## config.mk

```make
export PLATFORM = sky130hd
export DESIGN_NAME = ecb_ctrl
export DESIGN_NICKNAME = d
export VERILOG_FILES = /design/src/hw/rtl/ecb_pkg.sv /design/src/hw/rtl/ecb_ctrl.sv
export SDC_FILE = /design/constraint.sdc
export NUM_CORES = 1
export LEC_CHECK = 0
export BUFFER_PORTS_ARGS = -buffer_cell sky130_fd_sc_hd__buf_2
export CORE_UTILIZATION = 40
export DETAILED_ROUTE_END_ITERATION = 10
export PLACE_DENSITY_LB_ADDON = 0.25
export SETUP_SLACK_MARGIN = 0.1
export SYNTH_ARGS = -nofsm -noshare
export SYNTH_HDL_FRONTEND = slang
export SYNTH_SLANG_ARGS = --single-unit
```

## constraint.sdc

```tcl
create_clock -name i_clk -period 1.38 [get_ports i_clk]
set_input_delay 0.138 -clock i_clk [delete_from_list [all_inputs] [get_ports i_clk]]
set_output_delay 0.138 -clock i_clk [all_outputs]
set_load 0.02 [all_outputs]
```

## src/hw/rtl/ecb_pkg.sv

```systemverilog
package ecb_pkg;

    localparam int NUM_SITES   = 1024;
    localparam int MAX_CLASSES = 32;

    localparam int ATOM_W   = $clog2(NUM_SITES);
    localparam int SLOT_W   = ATOM_W;
    localparam int CNT_W    = $clog2(NUM_SITES + 1);
    localparam int CLS_W    = $clog2(MAX_CLASSES);
    localparam int CIU_W    = $clog2(MAX_CLASSES + 1);
    localparam int ACP_W    = CIU_W;
    localparam int MEM_AW   = CLS_W + ATOM_W;
    localparam int SITE_W   = 16;
    localparam int EN_W     = 16;
    localparam int TOL_W    = 15;
    localparam int CFG_IW   = 1;
    localparam int CFG_DW   = 16;
    localparam int TOL_RESET = 64;

    typedef enum logic [CFG_IW-1:0] {
        REG_TOLERANCE   = 1'b0,
        REG_SITE_OFFSET = 1'b1
    } t_reg_idx;

    typedef enum logic [1:0] {
        CMD_INSERT = 2'd0,
        CMD_MOVE   = 2'd1,
        CMD_DELETE = 2'd2,
        CMD_NOP    = 2'd3
    } t_cmd;

    typedef enum logic [2:0] {
        ST_OK          = 3'd0,
        ST_TABLE_FULL  = 3'd1,
        ST_NOT_PRESENT = 3'd2,
        ST_OUT_OF_RANGE = 3'd3,
        ST_ALREADY     = 3'd4
    } t_status;

    typedef enum logic [3:0] {
        S_CLEAR,
        S_IDLE,
        S_WAIT,
        S_CHK,
        S_SRCH_RD,
        S_SRCH_CMP,
        S_REM_A,
        S_REM_B,
        S_REM_C,
        S_ADD_A,
        S_ADD_B,
        S_DONE
    } t_state;

    typedef struct packed {
        logic [CLS_W-1:0]  cls;
        logic [SLOT_W-1:0] slot;
        logic [CNT_W-1:0]  count;
        logic              opened;
        t_status           status;
    } t_result;

    typedef struct packed {
        logic    clr_step;
        logic    take;
        logic    chk;
        logic    srch_start;
        logic    srch_next;
        logic    hit;
        logic    miss;
        logic    sz_sel_new;
        logic    rm_rd_last;
        logic    rm_wr;
        logic    add_wr;
        logic    res_zero;
        logic    res_err;
        t_status err_code;
        logic    out_load;
    } t_ctl;

    typedef struct packed {
        logic clr_last;
        t_cmd cmd;
        logic rng_bad;
        logic present;
        logic match;
        logic srch_end;
        logic full;
        logic out_free;
    } t_stat;

endpackage

```

## src/hw/rtl/ecb_ctrl.sv

```systemverilog
module ecb_ctrl (
    input  logic           i_clk,
    input  logic           i_rst_n,
    input  logic           i_valid,
    output logic           o_ready,
    input  ecb_pkg::t_stat i_stat,
    output ecb_pkg::t_ctl  o_ctl
);

    ecb_pkg::t_state r_state, n_state;

    always_ff @(posedge i_clk) begin
        if (!i_rst_n) begin
            r_state <= ecb_pkg::S_CLEAR;
        end else begin
            r_state <= n_state;
        end
    end

    always_comb begin
        n_state        = r_state;
        o_ctl          = '0;
        o_ctl.err_code = ecb_pkg::ST_OK;
        o_ready        = 1'b0;
        unique case (r_state)
            ecb_pkg::S_CLEAR: begin
                o_ctl.clr_step = 1'b1;
                if (i_stat.clr_last) begin
                    n_state = ecb_pkg::S_IDLE;
                end
            end
            ecb_pkg::S_IDLE: begin
                o_ready = 1'b1;
                if (i_valid) begin
                    o_ctl.take = 1'b1;
                    n_state    = ecb_pkg::S_WAIT;
                end
            end
            ecb_pkg::S_WAIT: begin
                n_state = ecb_pkg::S_CHK;
            end
            ecb_pkg::S_CHK: begin
                o_ctl.chk = 1'b1;
                priority if (i_stat.cmd == ecb_pkg::CMD_NOP) begin
                    o_ctl.res_zero = 1'b1;
                    n_state        = ecb_pkg::S_DONE;
                end else if (i_stat.rng_bad) begin
                    o_ctl.res_err  = 1'b1;
                    o_ctl.err_code = ecb_pkg::ST_OUT_OF_RANGE;
                    n_state        = ecb_pkg::S_DONE;
                end else if (i_stat.cmd == ecb_pkg::CMD_INSERT && i_stat.present) begin
                    o_ctl.res_err  = 1'b1;
                    o_ctl.err_code = ecb_pkg::ST_ALREADY;
                    n_state        = ecb_pkg::S_DONE;
                end else if (i_stat.cmd != ecb_pkg::CMD_INSERT && !i_stat.present) begin
                    o_ctl.res_err  = 1'b1;
                    o_ctl.err_code = ecb_pkg::ST_NOT_PRESENT;
                    n_state        = ecb_pkg::S_DONE;
                end else if (i_stat.cmd == ecb_pkg::CMD_DELETE) begin
                    n_state = ecb_pkg::S_REM_A;
                end else begin
                    o_ctl.srch_start = 1'b1;
                    n_state          = ecb_pkg::S_SRCH_RD;
                end
            end
            ecb_pkg::S_SRCH_RD: begin
                priority if (i_stat.srch_end && i_stat.full) begin
                    o_ctl.res_err  = 1'b1;
                    o_ctl.err_code = ecb_pkg::ST_TABLE_FULL;
                    n_state        = ecb_pkg::S_DONE;
                end else if (i_stat.srch_end) begin
                    o_ctl.miss = 1'b1;
                    n_state    = (i_stat.cmd == ecb_pkg::CMD_MOVE) ?
                                 ecb_pkg::S_REM_A : ecb_pkg::S_ADD_A;
                end else begin
                    n_state = ecb_pkg::S_SRCH_CMP;
                end
            end
            ecb_pkg::S_SRCH_CMP: begin
                if (i_stat.match) begin
                    o_ctl.hit = 1'b1;
                    n_state   = (i_stat.cmd == ecb_pkg::CMD_MOVE) ?
                                ecb_pkg::S_REM_A : ecb_pkg::S_ADD_A;
                end else begin
                    o_ctl.srch_next = 1'b1;
                    n_state         = ecb_pkg::S_SRCH_RD;
                end
            end
            ecb_pkg::S_REM_A: begin
                n_state = ecb_pkg::S_REM_B;
            end
            ecb_pkg::S_REM_B: begin
                o_ctl.rm_rd_last = 1'b1;
                n_state          = ecb_pkg::S_REM_C;
            end
            ecb_pkg::S_REM_C: begin
                o_ctl.rm_wr = 1'b1;
                n_state     = (i_stat.cmd == ecb_pkg::CMD_MOVE) ?
                              ecb_pkg::S_ADD_A : ecb_pkg::S_DONE;
            end
            ecb_pkg::S_ADD_A: begin
                o_ctl.sz_sel_new = 1'b1;
                n_state          = ecb_pkg::S_ADD_B;
            end
            ecb_pkg::S_ADD_B: begin
                o_ctl.add_wr = 1'b1;
                n_state      = ecb_pkg::S_DONE;
            end
            ecb_pkg::S_DONE: begin
                if (i_stat.out_free) begin
                    o_ctl.out_load = 1'b1;
                    n_state        = ecb_pkg::S_IDLE;
                end
            end
            default: n_state = ecb_pkg::S_IDLE;
        endcase
    end

`ifndef SYNTH
    a_take_from_idle: assert property (@(posedge i_clk) disable iff (!i_rst_n)
        o_ctl.take |=> (r_state == ecb_pkg::S_WAIT))
        else $error("word taken outside idle");

    a_single_write: assert property (@(posedge i_clk) disable iff (!i_rst_n)
        $onehot0({o_ctl.rm_wr, o_ctl.add_wr, o_ctl.clr_step}))
        else $error("two table updates in one cycle");

    a_no_take_in_clear: assert property (@(posedge i_clk) disable iff (!i_rst_n)
        (r_state == ecb_pkg::S_CLEAR) |-> !o_ready)
        else $error("input open during clear pass");
`endif

endmodule

```

==> results of run 1 <==
## report_power, final
group / leakage, nW / switching [mW] / internal [mW]
Clock: 0.0138 / 0.0639 / 0.0984
Sequential: 0.0355 / 0.0122 / 0.116
Combinational: 0.568 / 0.149 / 0.121
Total: 0.617 / 0.225 / 0.335
## cell usage after synthesis (2+ instances only)
library cell,n
sky130_fd_sc_hd__nor2_1,11
sky130_fd_sc_hd__nand2_1,7
sky130_fd_sc_hd__nor2b_1,7
sky130_fd_sc_hd__o21ai_0,6
sky130_fd_sc_hd__a21oi_1,5
sky130_fd_sc_hd__and3_1,5
sky130_fd_sc_hd__inv_1,5
sky130_fd_sc_hd__dfxtp_1,4
sky130_fd_sc_hd__nand2b_1,4
sky130_fd_sc_hd__buf_2,3
sky130_fd_sc_hd__nand3_1,3
sky130_fd_sc_hd__nor3_1,3
sky130_fd_sc_hd__a21o_1,2
sky130_fd_sc_hd__and2_1,2
sky130_fd_sc_hd__ha_1,2
sky130_fd_sc_hd__nor3b_1,2
## worst register-to-register path, stage by stage (launching register included)
cell and delay [ps]:
sky130_fd_sc_hd__dfxtp_4 370, sky130_fd_sc_hd__buf_6 130, sky130_fd_sc_hd__nor4bb_4 350, sky130_fd_sc_hd__buf_4 190, sky130_fd_sc_hd__o211ai_1 150, sky130_fd_sc_hd__nand2_2 120
sky130_fd_sc_hd__o221a_1 210
## per-stage QoR
step	TNS, ps	instance area [um^2]	std cells
CTS	-697	1210	160
global placement	-197	900	144
global route	-2660	1310	160
floorplan	-0.730	646	89
finish	-2290	1310	160
detailed placement	-434	900	144
## cells by family (layout without fill, tap and decap cells)
| family | Yosys count | after routing | synth area share |
|---|---|---|---|
| buffers and inverters | 10 | 66 | 0.0817 |
| multiplexers | 1 | 1 | 0.0168 |
| flip-flops | 4 | 4 | 0.134 |
| AND/OR/NAND/NOR | 50 | 50 | 0.482 |
| adder cells (fa/ha/maj) | 2 | 2 | 0.0419 |
| AO/OA/AOI/OAI | 22 | 22 | 0.243 |
## worst paths after layout
kind                            cells past startpoint                    start                 endpoint  slack [ps]
worst max-delay path                                6  r_state[1]$_SDFFE_PN0P_  r_state[0]$_SDFFE_PN0P_        -210
worst min-delay path                                3                  i_rst_n  r_state[1]$_SDFFE_PN0P_         170
worst max register to register                      6  r_state[1]$_SDFFE_PN0P_  r_state[0]$_SDFFE_PN0P_        -210
worst min register to register                      4  r_state[2]$_SDFFE_PN0P_  r_state[1]$_SDFFE_PN0P_         810
## layout make-up
type / instances / area (um^2) / area share
inverters: 5 / 21.3 / 0.0162
well taps: 15 / 18.8 / 0.0143
clock buffers: 3 / 22.5 / 0.0171
repair buffers: 58 / 505 / 0.385
multi-input cells: 75 / 651 / 0.495
flip-flops and latches: 4 / 95.1 / 0.0724
## layer usage
layer | vias up | GRT usage | routed length (um)
met5 | - | 0 | 0
met4 | 0 | 0.217 | 547
met3 | 68 | 0.174 | 633
met2 | 159 | 0.782 | 1950
met1 | 502 | 0.503 | 1440
li1 | 433 | - | -
## repair_timing
item,in CTS,in global routing
endpoints found under the setup margin,22,22
pin swaps,13,10
hold buffers,0,0
gates resized for setup,58,32
buffers inserted,13,0
==> results.txt, run 1 <==
----------------------------------------------------
[Outcome]
  Status ... finished with violations
  Violated checks ... design-rule violations, negative setup slack

[Die]
  Die Area ... 0.00165 mm^2
  Starting utilization of the core area ... 0.442
  Die width ... 40.6 um
  I/O pin count ... 30
  Die Ht ... 40.6 um
  FP Rows ... 13
  Core area ... 0.00135 mm^2

[Setup path]
  Crit path DAT ... 1760 ps
  Worst stage delay on the critical path ... 370 ps
  Count of buffer and inverter cells on the critical path ... 2
  Cell-by-cell trace of the critical path ... buf_6, nor4bb_4, buf_4, o211ai_1, nand2_2, o221a_1
  Startpoint type of the worst setup path ... flop
  CP Capture Type ... flop
  Worst Path Class, Setup ... flop to flop
  Top delay family on crit path ... simple AND/OR/NAND/NOR gates
  Highest net fanout along the worst path ... 4
  Slowest cell on crit path ... sky130_fd_sc_hd__dfxtp_4
  Critical path required time ... 1560 ps

[Global routing]
  Vias in the first global route ... 963
  GRT Overall Usage ... 0.462
  Maximum number of pins on one net before global-route repair ... 9
  Overflow left after global routing ... 0
  First-pass GRT wire length ... 4.84 mm
  Antenna violations before repair ... 0

[Clock network]
  Skew-Pair Late Insertion Delay ... 250 ps
  TritonCTS clock tree ... built
  Root Driver ... sky130_fd_sc_hd__clkbuf_4
  Clock input transition at the sequential cells of the worst setup and hold paths ... 50 ps
  Maximum root-to-sink buffer count ... 2
  H-tree depth ... 1
  Inserted Clock Buffers ... 3
  Clk sinks ... 4

[STA]
  Max Clock Freq ... 630 MHz
  Hold Vio Cnt, Final ... 0
  Measured slew at the worst slew-check pin ... 490 ps
  Fin. max-slew vios ... 0
  Worst max-slew margin expressed relative to the limit ... 0.670
  Worst clock skew on the final layout ... 15.2 ps
  Setup violations, final ... 16
  Worst-case setup margin in the final layout ... -206 ps
  Portion of the clock cycle consumed by the worst path in the final layout ... 1.15
  Post-Route Hold Slack ... 175 ps
  Final min period ... 1590 ps
  RSZ-0062 raised after global routing ... yes

[Cells and area]
  Filler cells ... 22
  Layout overhead on the synthesized area ... 120%
  Number of nets in the layout ... 161
  Highest-count cells in the layout ignoring fill and taps ... sky130_fd_sc_hd__buf_6, sky130_fd_sc_hd__buf_4, sky130_fd_sc_hd__buf_2, sky130_fd_sc_hd__nor2_4, sky130_fd_sc_hd__nor2_1
  Registers with the most flip-flops ... r_state x4
  Most flops, register ... r_state
  N_diodes ... 0
  Max FFs per register ... 4
  Final core area utilization ... 0.973
  Fraction of final layout cells sized beyond drive strength 1 ... 0.676
  Most common library cell in the layout ignoring fill and taps ... sky130_fd_sc_hd__buf_6

[Synth]
  Post-synthesis cell area ... 597 um^2
  Register bit total from synthesis ... 4
  Cell taking the most area after synthesis ... sky130_fd_sc_hd__dfxtp_1
  Async set-reset flop share out of synthesis ... 0
  Area share of the leading cell type in the synthesized netlist ... 0.134
  Biggest area contributors in the synthesized netlist ... sky130_fd_sc_hd__dfxtp_1, sky130_fd_sc_hd__nor2b_1, sky130_fd_sc_hd__nor2_1
  Syn Inst Count ... 89
  Count of yosys warnings during synthesis ... 0
  Number of synthesized flops with an enable pin ... 0
  Synthesized netlist net count ... 103
  Mapped Avg Cell Area ... 6.71 um^2
  Register area share after synthesis ... 0.134
  Leading register cell type out of synthesis ... sky130_fd_sc_hd__dfxtp_1
  Synth cell types ... 34

[Placed design]
  RD Place Congestion ... 0.839
  Count of buffers from port buffering ... 29
  Half-perimeter wire length after placement ... 1.56 mm
  Pre-CTS setup slack ... -93.6 ps

[Route]
  DR pass1 iterations ... 8
  Vias/cell ... 7.26
  Overall via count from detail_route ... 1162
  DRC violation count after routing ... 2
  Average detailed-routed wire length per instance ... 28.6 um
  Detailed Route WL ... 4.58 mm
  Post-DRT Antenna Nets ... 0
  Initial drt markers ... 100

[Power]
  Overall power ... 560 uW
  Worst IR drop on VDD ... 0.362 mV
  Leakage ... 0.617 nW
  Cell area power density ... 426 mW/mm^2

[Flow run]
  Max Cap Viol ... 0

[Hold path]
  Path type of the worst min-delay path ... primary input to flop

----------------------------------------------------
(Power assumes the default switching activity.)
==> run 2, diff against run 1 <==
--- a/config.mk
+++ b/config.mk
@@ -8,7 +8,7 @@
 export BUFFER_PORTS_ARGS = -buffer_cell sky130_fd_sc_hd__buf_2
 export CORE_UTILIZATION = 40
 export DETAILED_ROUTE_END_ITERATION = 10
-export PLACE_DENSITY_LB_ADDON = 0.25
+export PLACE_DENSITY = 0.86
 export SETUP_SLACK_MARGIN = 0.1
 export SYNTH_ARGS = -nofsm -noshare
 export SYNTH_HDL_FRONTEND = slang
==> results.txt, run 2 (same netlist as run 1, synthesis figures left out) <==
----------------------------------------------------
[Die]
  Core area ... 0.00135 mm^2 (unchanged)
  Die Ht ... 40.6 um (unchanged)
  Starting utilization of the core area ... 0.442 (unchanged)
  Die Area ... 0.00165 mm^2 (unchanged)
  Die width ... 40.6 um (unchanged)
  FP Rows ... 13 (unchanged)
  I/O pin count ... 30 (unchanged)

[Cells and area]
  Layout Cells excl Fill ... 154 (-3.8%)
  Highest-count cells in the layout ignoring fill and taps ... sky130_fd_sc_hd__buf_4, sky130_fd_sc_hd__buf_6, sky130_fd_sc_hd__buf_2, sky130_fd_sc_hd__nor2_1
  Layout overhead on the synthesized area ... 105%
  Max FFs per register ... 4 (unchanged)
  Final core area utilization ... 0.907 (-0.0658)
  Number of nets in the layout ... 155 (-3.7%)
  Filler cells ... 48 (+120%)
  Fraction of final layout cells sized beyond drive strength 1 ... 0.633 (-0.0428)
  Registers with the most flip-flops ... r_state x4
  N_diodes ... 0 (unchanged)
  Most common library cell in the layout ignoring fill and taps ... sky130_fd_sc_hd__buf_4
  Most flops, register ... r_state
  Final non-filler cell area ... 0.00122 mm^2 (-6.8%)

[Placed design]
  Count of buffers from port buffering ... 29 (unchanged)
  Half-perimeter wire length after placement ... 1.48 mm (-4.9%)
  Placed standard-cell area ... 862 um^2 (-4.2%)
  RD Place Congestion ... 0.860 (+2.5%)
  Placed cells ... 139 (-3.5%)
  Pre-CTS setup slack ... -85.9 ps (+7.65 ps)

[Setup path]
  Critical register-to-register path endpoint ... r_state[1]$_SDFFE_PN0P_
  Crit path DAT ... 1490 ps (-270 ps)
  Depth of the most critical reg-to-reg path ... 6 (unchanged)
  Worst Path Class, Setup ... flop to output port
  Highest net fanout along the worst path ... 5 (+1)
  Critical path required time ... 1240 ps (-320 ps)
  Reg-to-reg slack, setup ... -150 ps (+60 ps)
  Slowest cell on crit path ... sky130_fd_sc_hd__dfxtp_2
  CP Capture Type ... output port
  Cell-by-cell trace of the critical path ... nand4bb_4, buf_4, buf_6, nor2_2, buf_4
  Crit path launch ... r_state[2]$_SDFFE_PN0P_
  Startpoint type of the worst setup path ... flop
  Worst stage delay on the critical path ... 350 ps (-20 ps)
  Cell with the most instances on the worst path ... sky130_fd_sc_hd__buf_4
  Worst r2r src ... r_state[3]$_SDFFE_PN0P_

[Clock network]
  Clk sinks ... 4 (unchanged)
  Maximum root-to-sink buffer count ... 2 (unchanged)
  Skew-Pair Late Insertion Delay ... 260 ps (about the same)
  TritonCTS clock tree ... built
  Hold Buf Count CTS ... 0 (unchanged)
  Root Driver ... sky130_fd_sc_hd__clkbuf_4
  Clock input transition at the sequential cells of the worst setup and hold paths ... 40 ps (about the same)
  Inserted Clock Buffers ... 3 (unchanged)
  H-tree depth ... 1 (unchanged)

[Power]
  Cell area power density ... 426 mW/mm^2 (about the same)
  Overall power ... 522 uW (-6.8%)
  Leakage ... 0.579 nW (-6.2%)
  Worst IR drop on VDD ... 0.357 mV (-1.4%)

[STA]
  Max Clock Freq ... 614 MHz (-2.5%)
  Hold Vio Cnt, Final ... 0 (unchanged)
  Fin. max-slew vios ... 0 (unchanged)
  Worst clock skew on the final layout ... 5.00 ps (-10.2 ps)
  Setup violations, final ... 17 (+1)
  Portion of the clock cycle consumed by the worst path in the final layout ... 1.18 (+0.0299)
  Final min period ... 1630 ps (+41.3 ps)
  RSZ-0062 raised after global routing ... yes
  Measured slew at the worst slew-check pin ... 322 ps (-168 ps)
  Worst-case setup margin in the final layout ... -248 ps (-41.3 ps)
  Post-Route Hold Slack ... 172 ps (-3.04 ps)
  Final-layout setup total negative slack ... -2100 ps (+187 ps)
  Worst max-slew margin expressed relative to the limit ... 0.785 (+0.115)

[Global routing]
  GRT Overall Usage ... 0.329 (-0.132)
  Vias in the first global route ... 797 (-17%)
  Maximum number of pins on one net before global-route repair ... 10 (+1)
  First-pass GRT wire length ... 3.56 mm (-26%)
  Antenna violations before repair ... 0 (unchanged)
  Overflow left after global routing ... 0 (unchanged)

[Hold path]
  Hold path depth ... 2 (-1)
  Path type of the worst min-delay path ... primary input to flop
  Worst hold path startpoint ... i_rst_n
  Sink of the worst hold path ... r_state[3]$_SDFFE_PN0P_

[Outcome]
  Status ... finished with violations
  Violated checks ... negative setup slack

[Route]
  Average detailed-routed wire length per instance ... 22.0 um (-23%)
  DR pass1 iterations ... 4 (-4)
  Post-DRT Antenna Nets ... 0 (unchanged)
  Initial drt markers ... 63 (-37%)
  Detailed Route WL ... 3.39 mm (-26%)
  Overall via count from detail_route ... 1013 (-13%)
  Vias/cell ... 6.58 (-9.4%)
  DRC violation count after routing ... 0 (-2)

[Flow run]
  Max Cap Viol ... 0 (unchanged)

----------------------------------------------------
[run 2: changes by cell type in the layout (fill, tap and decap cells not counted), moves of 2 or more]
| cell | previous run | this run |
|---|---|---|
| sky130_fd_sc_hd__nand2_1 | 3 | 5 |
| sky130_fd_sc_hd__buf_2 | 11 | 13 |
| sky130_fd_sc_hd__nor2b_1 | 3 | 5 |
| sky130_fd_sc_hd__nor2b_4 | 4 | 2 |
| sky130_fd_sc_hd__and2_4 | 2 | 0 |
| sky130_fd_sc_hd__buf_6 | 27 | 19 |
| sky130_fd_sc_hd__and2_1 | 0 | 2 |
[run 2: worst max-delay path by stage]
stage / end / slack, ps / cells after the start
5_1_grt: o_ctl[5] / -320 / 5
4_1_cts: o_ctl[1] / -120 / 4
6_report: o_ctl[5] / -250 / 5
2_1_floorplan: o_ctl[3] / -0.7 / 5
3_3_place_gp: r_state[3]$_SDFFE_PN0P_ / -50 / 8
3_5_place_dp: r_state[3]$_SDFFE_PN0P_ / -90 / 8
[run 2: power breakdown]
group,internal (mW),switching [mW],total [mW]
Sequential,0.118,0.0112,0.129
Combinational,0.107,0.120,0.226
Clock,0.0986,0.0683,0.167
Total,0.323,0.199,0.522
[run 2: worst max-delay path, delay by kind of cell (launching register included)]
kind | cells | cell delay [ps]
buf+inv | 3 | 460
flops | 1 | 350
simple gates | 2 | 420
[run 2: layout make-up]
type	instances	area (um^2)	share of cell area
multi-input combinational	75	643	0.525
timing repair buffer	52	429	0.350
sequential	4	92.6	0.0756
clock buffer	3	22.5	0.0184
inverter	5	18.8	0.0153
tap	15	18.8	0.0153
[run 2: layer usage]
| metal | track usage | part of all wire |
|---|---|---|
| met2 | 0.516 | 0.43 |
| met1 | 0.403 | 0.39 |
| met3 | 0.0870 | 0.12 |
| met4 | 0.183 | 0.059 |
| met5 | 0 | 0 |
[run 2: repair_timing]
| item | in CTS | in global routing |
|---|---|---|
| buffers inserted | 7 | 6 |
| setup endpoints to repair | 22 | 22 |
| resized for setup | 40 | 31 |
| pin swaps | 12 | 12 |
==> run 3, diff against run 2 <==
--- a/config.mk
+++ b/config.mk
@@ -5,11 +5,11 @@
 export SDC_FILE = /design/constraint.sdc
 export NUM_CORES = 1
 export LEC_CHECK = 0
+export ABC_AREA = 1
 export BUFFER_PORTS_ARGS = -buffer_cell sky130_fd_sc_hd__buf_2
-export CORE_UTILIZATION = 40
+export CORE_UTILIZATION = 39
 export DETAILED_ROUTE_END_ITERATION = 10
-export PLACE_DENSITY = 0.86
-export SETUP_SLACK_MARGIN = 0.1
+export PLACE_DENSITY = 0.85
 export SYNTH_ARGS = -nofsm -noshare
 export SYNTH_HDL_FRONTEND = slang
 export SYNTH_SLANG_ARGS = --single-unit
==> results.txt, run 3 <==
----------------------------------------------------
[Cells and area]
  Highest-count cells in the layout ignoring fill and taps ... sky130_fd_sc_hd__nand2_1, sky130_fd_sc_hd__nor2_1, sky130_fd_sc_hd__buf_2, sky130_fd_sc_hd__buf_4, sky130_fd_sc_hd__inv_1
  Max FFs per register ... 4 (unchanged)
  Layout Cells excl Fill ... 163 (+5.8%)
  Combined area of the multi-input logic cells ... 475 um^2 (-26%)
  Most flops, register ... r_state
  Fraction of final layout cells sized beyond drive strength 1 ... 0.439 (-0.194)
  Registers with the most flip-flops ... r_state x4
  Number of nets in the layout ... 164 (+5.8%)
  Area of all sequential standard cells ... 90.1 um^2 (-2.7%)
  Layout overhead on the synthesized area ... 58.9%
  N_diodes ... 0 (unchanged)
  Filler cells ... 107 (+120%)

[Synth]
  Register area share after synthesis ... 0.139 (+0.00496)
  Post-synthesis cell area ... 576 um^2 (-3.6%)
  Syn Inst Count ... 108 (+21%)
  Synthesized netlist net count ... 122 (+18%)
  Async set-reset flop share out of synthesis ... 0 (unchanged)
  Leading post-synthesis cells by instance count ... sky130_fd_sc_hd__nand2_1, sky130_fd_sc_hd__nor2_1, sky130_fd_sc_hd__inv_1
  Synth cell types ... 19 (-44%)
  Biggest area contributors in the synthesized netlist ... sky130_fd_sc_hd__nand2_1, sky130_fd_sc_hd__dfxtp_1, sky130_fd_sc_hd__nor2_1
  Mapped Avg Cell Area ... 5.33 um^2 (-21%)
  Leading register cell type out of synthesis ... sky130_fd_sc_hd__dfxtp_1
  Area share of the leading cell type in the synthesized netlist ... 0.143 (+0.00931)
  Count of yosys warnings during synthesis ... 0 (unchanged)
  Register bit total from synthesis ... 4 (unchanged)
  Cell taking the most area after synthesis ... sky130_fd_sc_hd__nand2_1
  Number of synthesized flops with an enable pin ... 0 (unchanged)
  Most common cell in the netlist ... sky130_fd_sc_hd__nand2_1

[Route]
  DR pass1 iterations ... 4 (unchanged)
  Post-DRT Antenna Nets ... 0 (unchanged)
  Vias/cell ... 5.15 (-22%)
  Average detailed-routed wire length per instance ... 10.9 um (-51%)
  Initial drt markers ... 30 (-52%)
  Detailed Route WL ... 1.78 mm (-48%)
  DRC violation count after routing ... 0 (unchanged)
  Overall via count from detail_route ... 840 (-17%)

[STA]
  Measured slew at the worst slew-check pin ... 324 ps (+2.74 ps)
  Worst clock skew on the final layout ... 4.05 ps (-0.953 ps)
  Worst max-slew margin expressed relative to the limit ... 0.782 (-0.00379)
  Worst-case setup margin in the final layout ... 6.00 ps (+254 ps)
  Setup violations, final ... 0 (-17)
  RSZ-0062 raised after global routing ... yes
  Final min period ... 1370 ps (-254 ps)
  Max Clock Freq ... 728 MHz (+18%)
  Hold Vio Cnt, Final ... 0 (unchanged)
  Portion of the clock cycle consumed by the worst path in the final layout ... 0.996 (-0.184)
  Fin. max-slew vios ... 0 (unchanged)

[Hold path]
  Path type of the worst min-delay path ... primary input to flop
  Hold path depth ... 3 (+1)
  Sink of the worst hold path ... r_state[0]$_SDFFE_PN0P_
  Worst hold path startpoint ... i_rst_n

[Power]
  Reg power frac ... 0.221 (-0.026)
  Worst IR drop on VDD ... 0.572 mV (+60%)
  Overall power ... 969 uW (+86%)
  Switching Share ... 0.501 (+0.120)
  Part of the power in the clock network ... 0.142 (-0.178)
  Internal Dissipation ... 483 uW (+50%)
  Cell area power density ... 1060 mW/mm^2 (+150%)
  Switch Pwr ... 486 uW (+140%)
  Leakage ... 0.481 nW (-17%)
  Combinational group share of total power ... 0.637 (+0.204)

[Setup path]
  Critical path required time ... 1240 ps (about the same)
  Critical register-to-register path endpoint ... r_state[1]$_SDFFE_PN0P_
  Worst r2r src ... r_state[3]$_SDFFE_PN0P_
  CP Capture Type ... output port
  Depth of the most critical reg-to-reg path ... 9 (+3)
  Worst Path Class, Setup ... flop to output port
  Crit path DAT ... 1240 ps (-250 ps)
  Startpoint type of the worst setup path ... flop
  Highest net fanout along the worst path ... 6 (+1)
  Reg-to-reg slack, setup ... 20 ps (+170 ps)

[Clock network]
  Inserted Clock Buffers ... 3 (unchanged)
  TritonCTS clock tree ... built
  Clock input transition at the sequential cells of the worst setup and hold paths ... 40 ps (about the same)
  Skew-Pair Late Insertion Delay ... 230 ps (-30 ps)
  Hold Buf Count CTS ... 0 (unchanged)
  Root Driver ... sky130_fd_sc_hd__clkbuf_4
  Maximum root-to-sink buffer count ... 2 (unchanged)
  Clk sinks ... 4 (unchanged)
  H-tree depth ... 1 (unchanged)

[Die]
  Starting utilization of the core area ... 0.432 (-0.0106)
  Die Ht ... 40.4 um (-0.52%)
  I/O pin count ... 30 (unchanged)
  FP Rows ... 13 (unchanged)
  Die width ... 40.4 um (-0.52%)
  Core area ... 0.00133 mm^2 (-1.2%)
  Die Area ... 0.00163 mm^2 (-1.0%)

[Placed design]
  RD Place Congestion ... 0.884 (+2.8%)
  Count of buffers from port buffering ... 29 (unchanged)
  Pre-CTS setup slack ... 121 ps (+207 ps)
  Half-perimeter wire length after placement ... 1.26 mm (-15%)
  Placed cells ... 152 (+9.4%)

[Global routing]
  GRT Overall Usage ... 0.215 (-0.114)
  Vias in the first global route ... 658 (-17%)
  First-pass GRT wire length ... 2.48 mm (-30%)
  Maximum number of pins on one net before global-route repair ... 7 (-3)
  Antenna violations before repair ... 0 (unchanged)
  Overflow left after global routing ... 0 (unchanged)

[Flow run]
  Max Cap Viol ... 0 (unchanged)

[Outcome]
  Status ... completed

----------------------------------------------------
run 3: cell types whose count changed after synthesis, sizes merged, moves of 4 or more:
cell	change
and3	-5
buf	-4
nor2	+13
nand2	+19
nand3	+7
nand2b	-4
nor2b	-7
inv	+14
nand4	+4
run 3: worst max path at each step:
stage | start | to | cells past startpoint
after global routing | r_state[3]$_SDFFE_PN0P_ | o_ctl[1] | 6
after CTS | r_state[3]$_SDFFE_PN0P_ | o_ctl[1] | 6
after global placement | i_stat[6] | r_state[0]$_SDFFE_PN0P_ | 8
after detailed placement | r_state[3]$_SDFFE_PN0P_ | o_ctl[1] | 6
final | r_state[3]$_SDFFE_PN0P_ | o_ctl[1] | 6
after floorplan | r_state[2]$_SDFFE_PN0P_ | o_ctl[1] | 5
run 3: cell type report:
| type | count | share of cell area |
|---|---|---|
| clock buffers | 3 | 0.0246 |
| inverters | 19 | 0.0807 |
| multi-input cells | 85 | 0.520 |
| flip-flops and latches | 4 | 0.0985 |
| well taps | 15 | 0.0205 |
| repair buffers | 37 | 0.256 |
run 3: worst max-delay path, stage by stage (launching register included):
cell,delay [ps]
sky130_fd_sc_hd__dfxtp_4,360
sky130_fd_sc_hd__inv_2,70
sky130_fd_sc_hd__nand2_2,90
sky130_fd_sc_hd__nor2_4,160
sky130_fd_sc_hd__nand3_2,90
sky130_fd_sc_hd__o21ai_1,80
sky130_fd_sc_hd__buf_4,150
run 3: layer usage:
layer / vias to the layer above / GRT usage / wire length (um)
li1: 430 / - / -
met2: 35 / 0.365 / 836
met1: 369 / 0.279 / 809
met3: 6 / 0.0500 / 110
met4: 0 / 0.0250 / 20
met5: - / 0 / 0
run 3: repair_timing:
item,in CTS,in global routing
endpoints found under the setup margin,9,14
buffers inserted,7,1
resized for setup,7,26
pin swaps,4,6
hold endpoints to repair,0,0
run 3: kinds of logic after synthesis:
| group | synth area share |
|---|---|
| simple gates | 0.554 |
| fa+ha+maj | 0.0435 |
| buf+inv | 0.124 |
| compound gates | 0.139 |
| flops | 0.139 |
run 3: power groups by stage:
stage	Clock, mW	Combinational, mW	Sequential [mW]
after floorplan	0	0.378	0.176
after global placement	0	0.504	0.181
after detailed placement	0	0.506	0.183
after CTS	0.142	0.545	0.188
after global routing	0.162	0.682	0.217
final	0.138	0.617	0.214
run 3: per-stage QoR:
step / cell area [um^2] / setup TNS [ps] / util / hold slack (ps)
finish: 915 / 0 / 0.686 / 164
global route: 915 / -284 / 0.686 / 164
CTS: 830 / -8.19 / 0.622 / 150
detailed placement: 739 / 0 / 0.554 / 399
global placement: 739 / 0 / 0.554 / 398
floorplan: 576 / 0 / - / 263
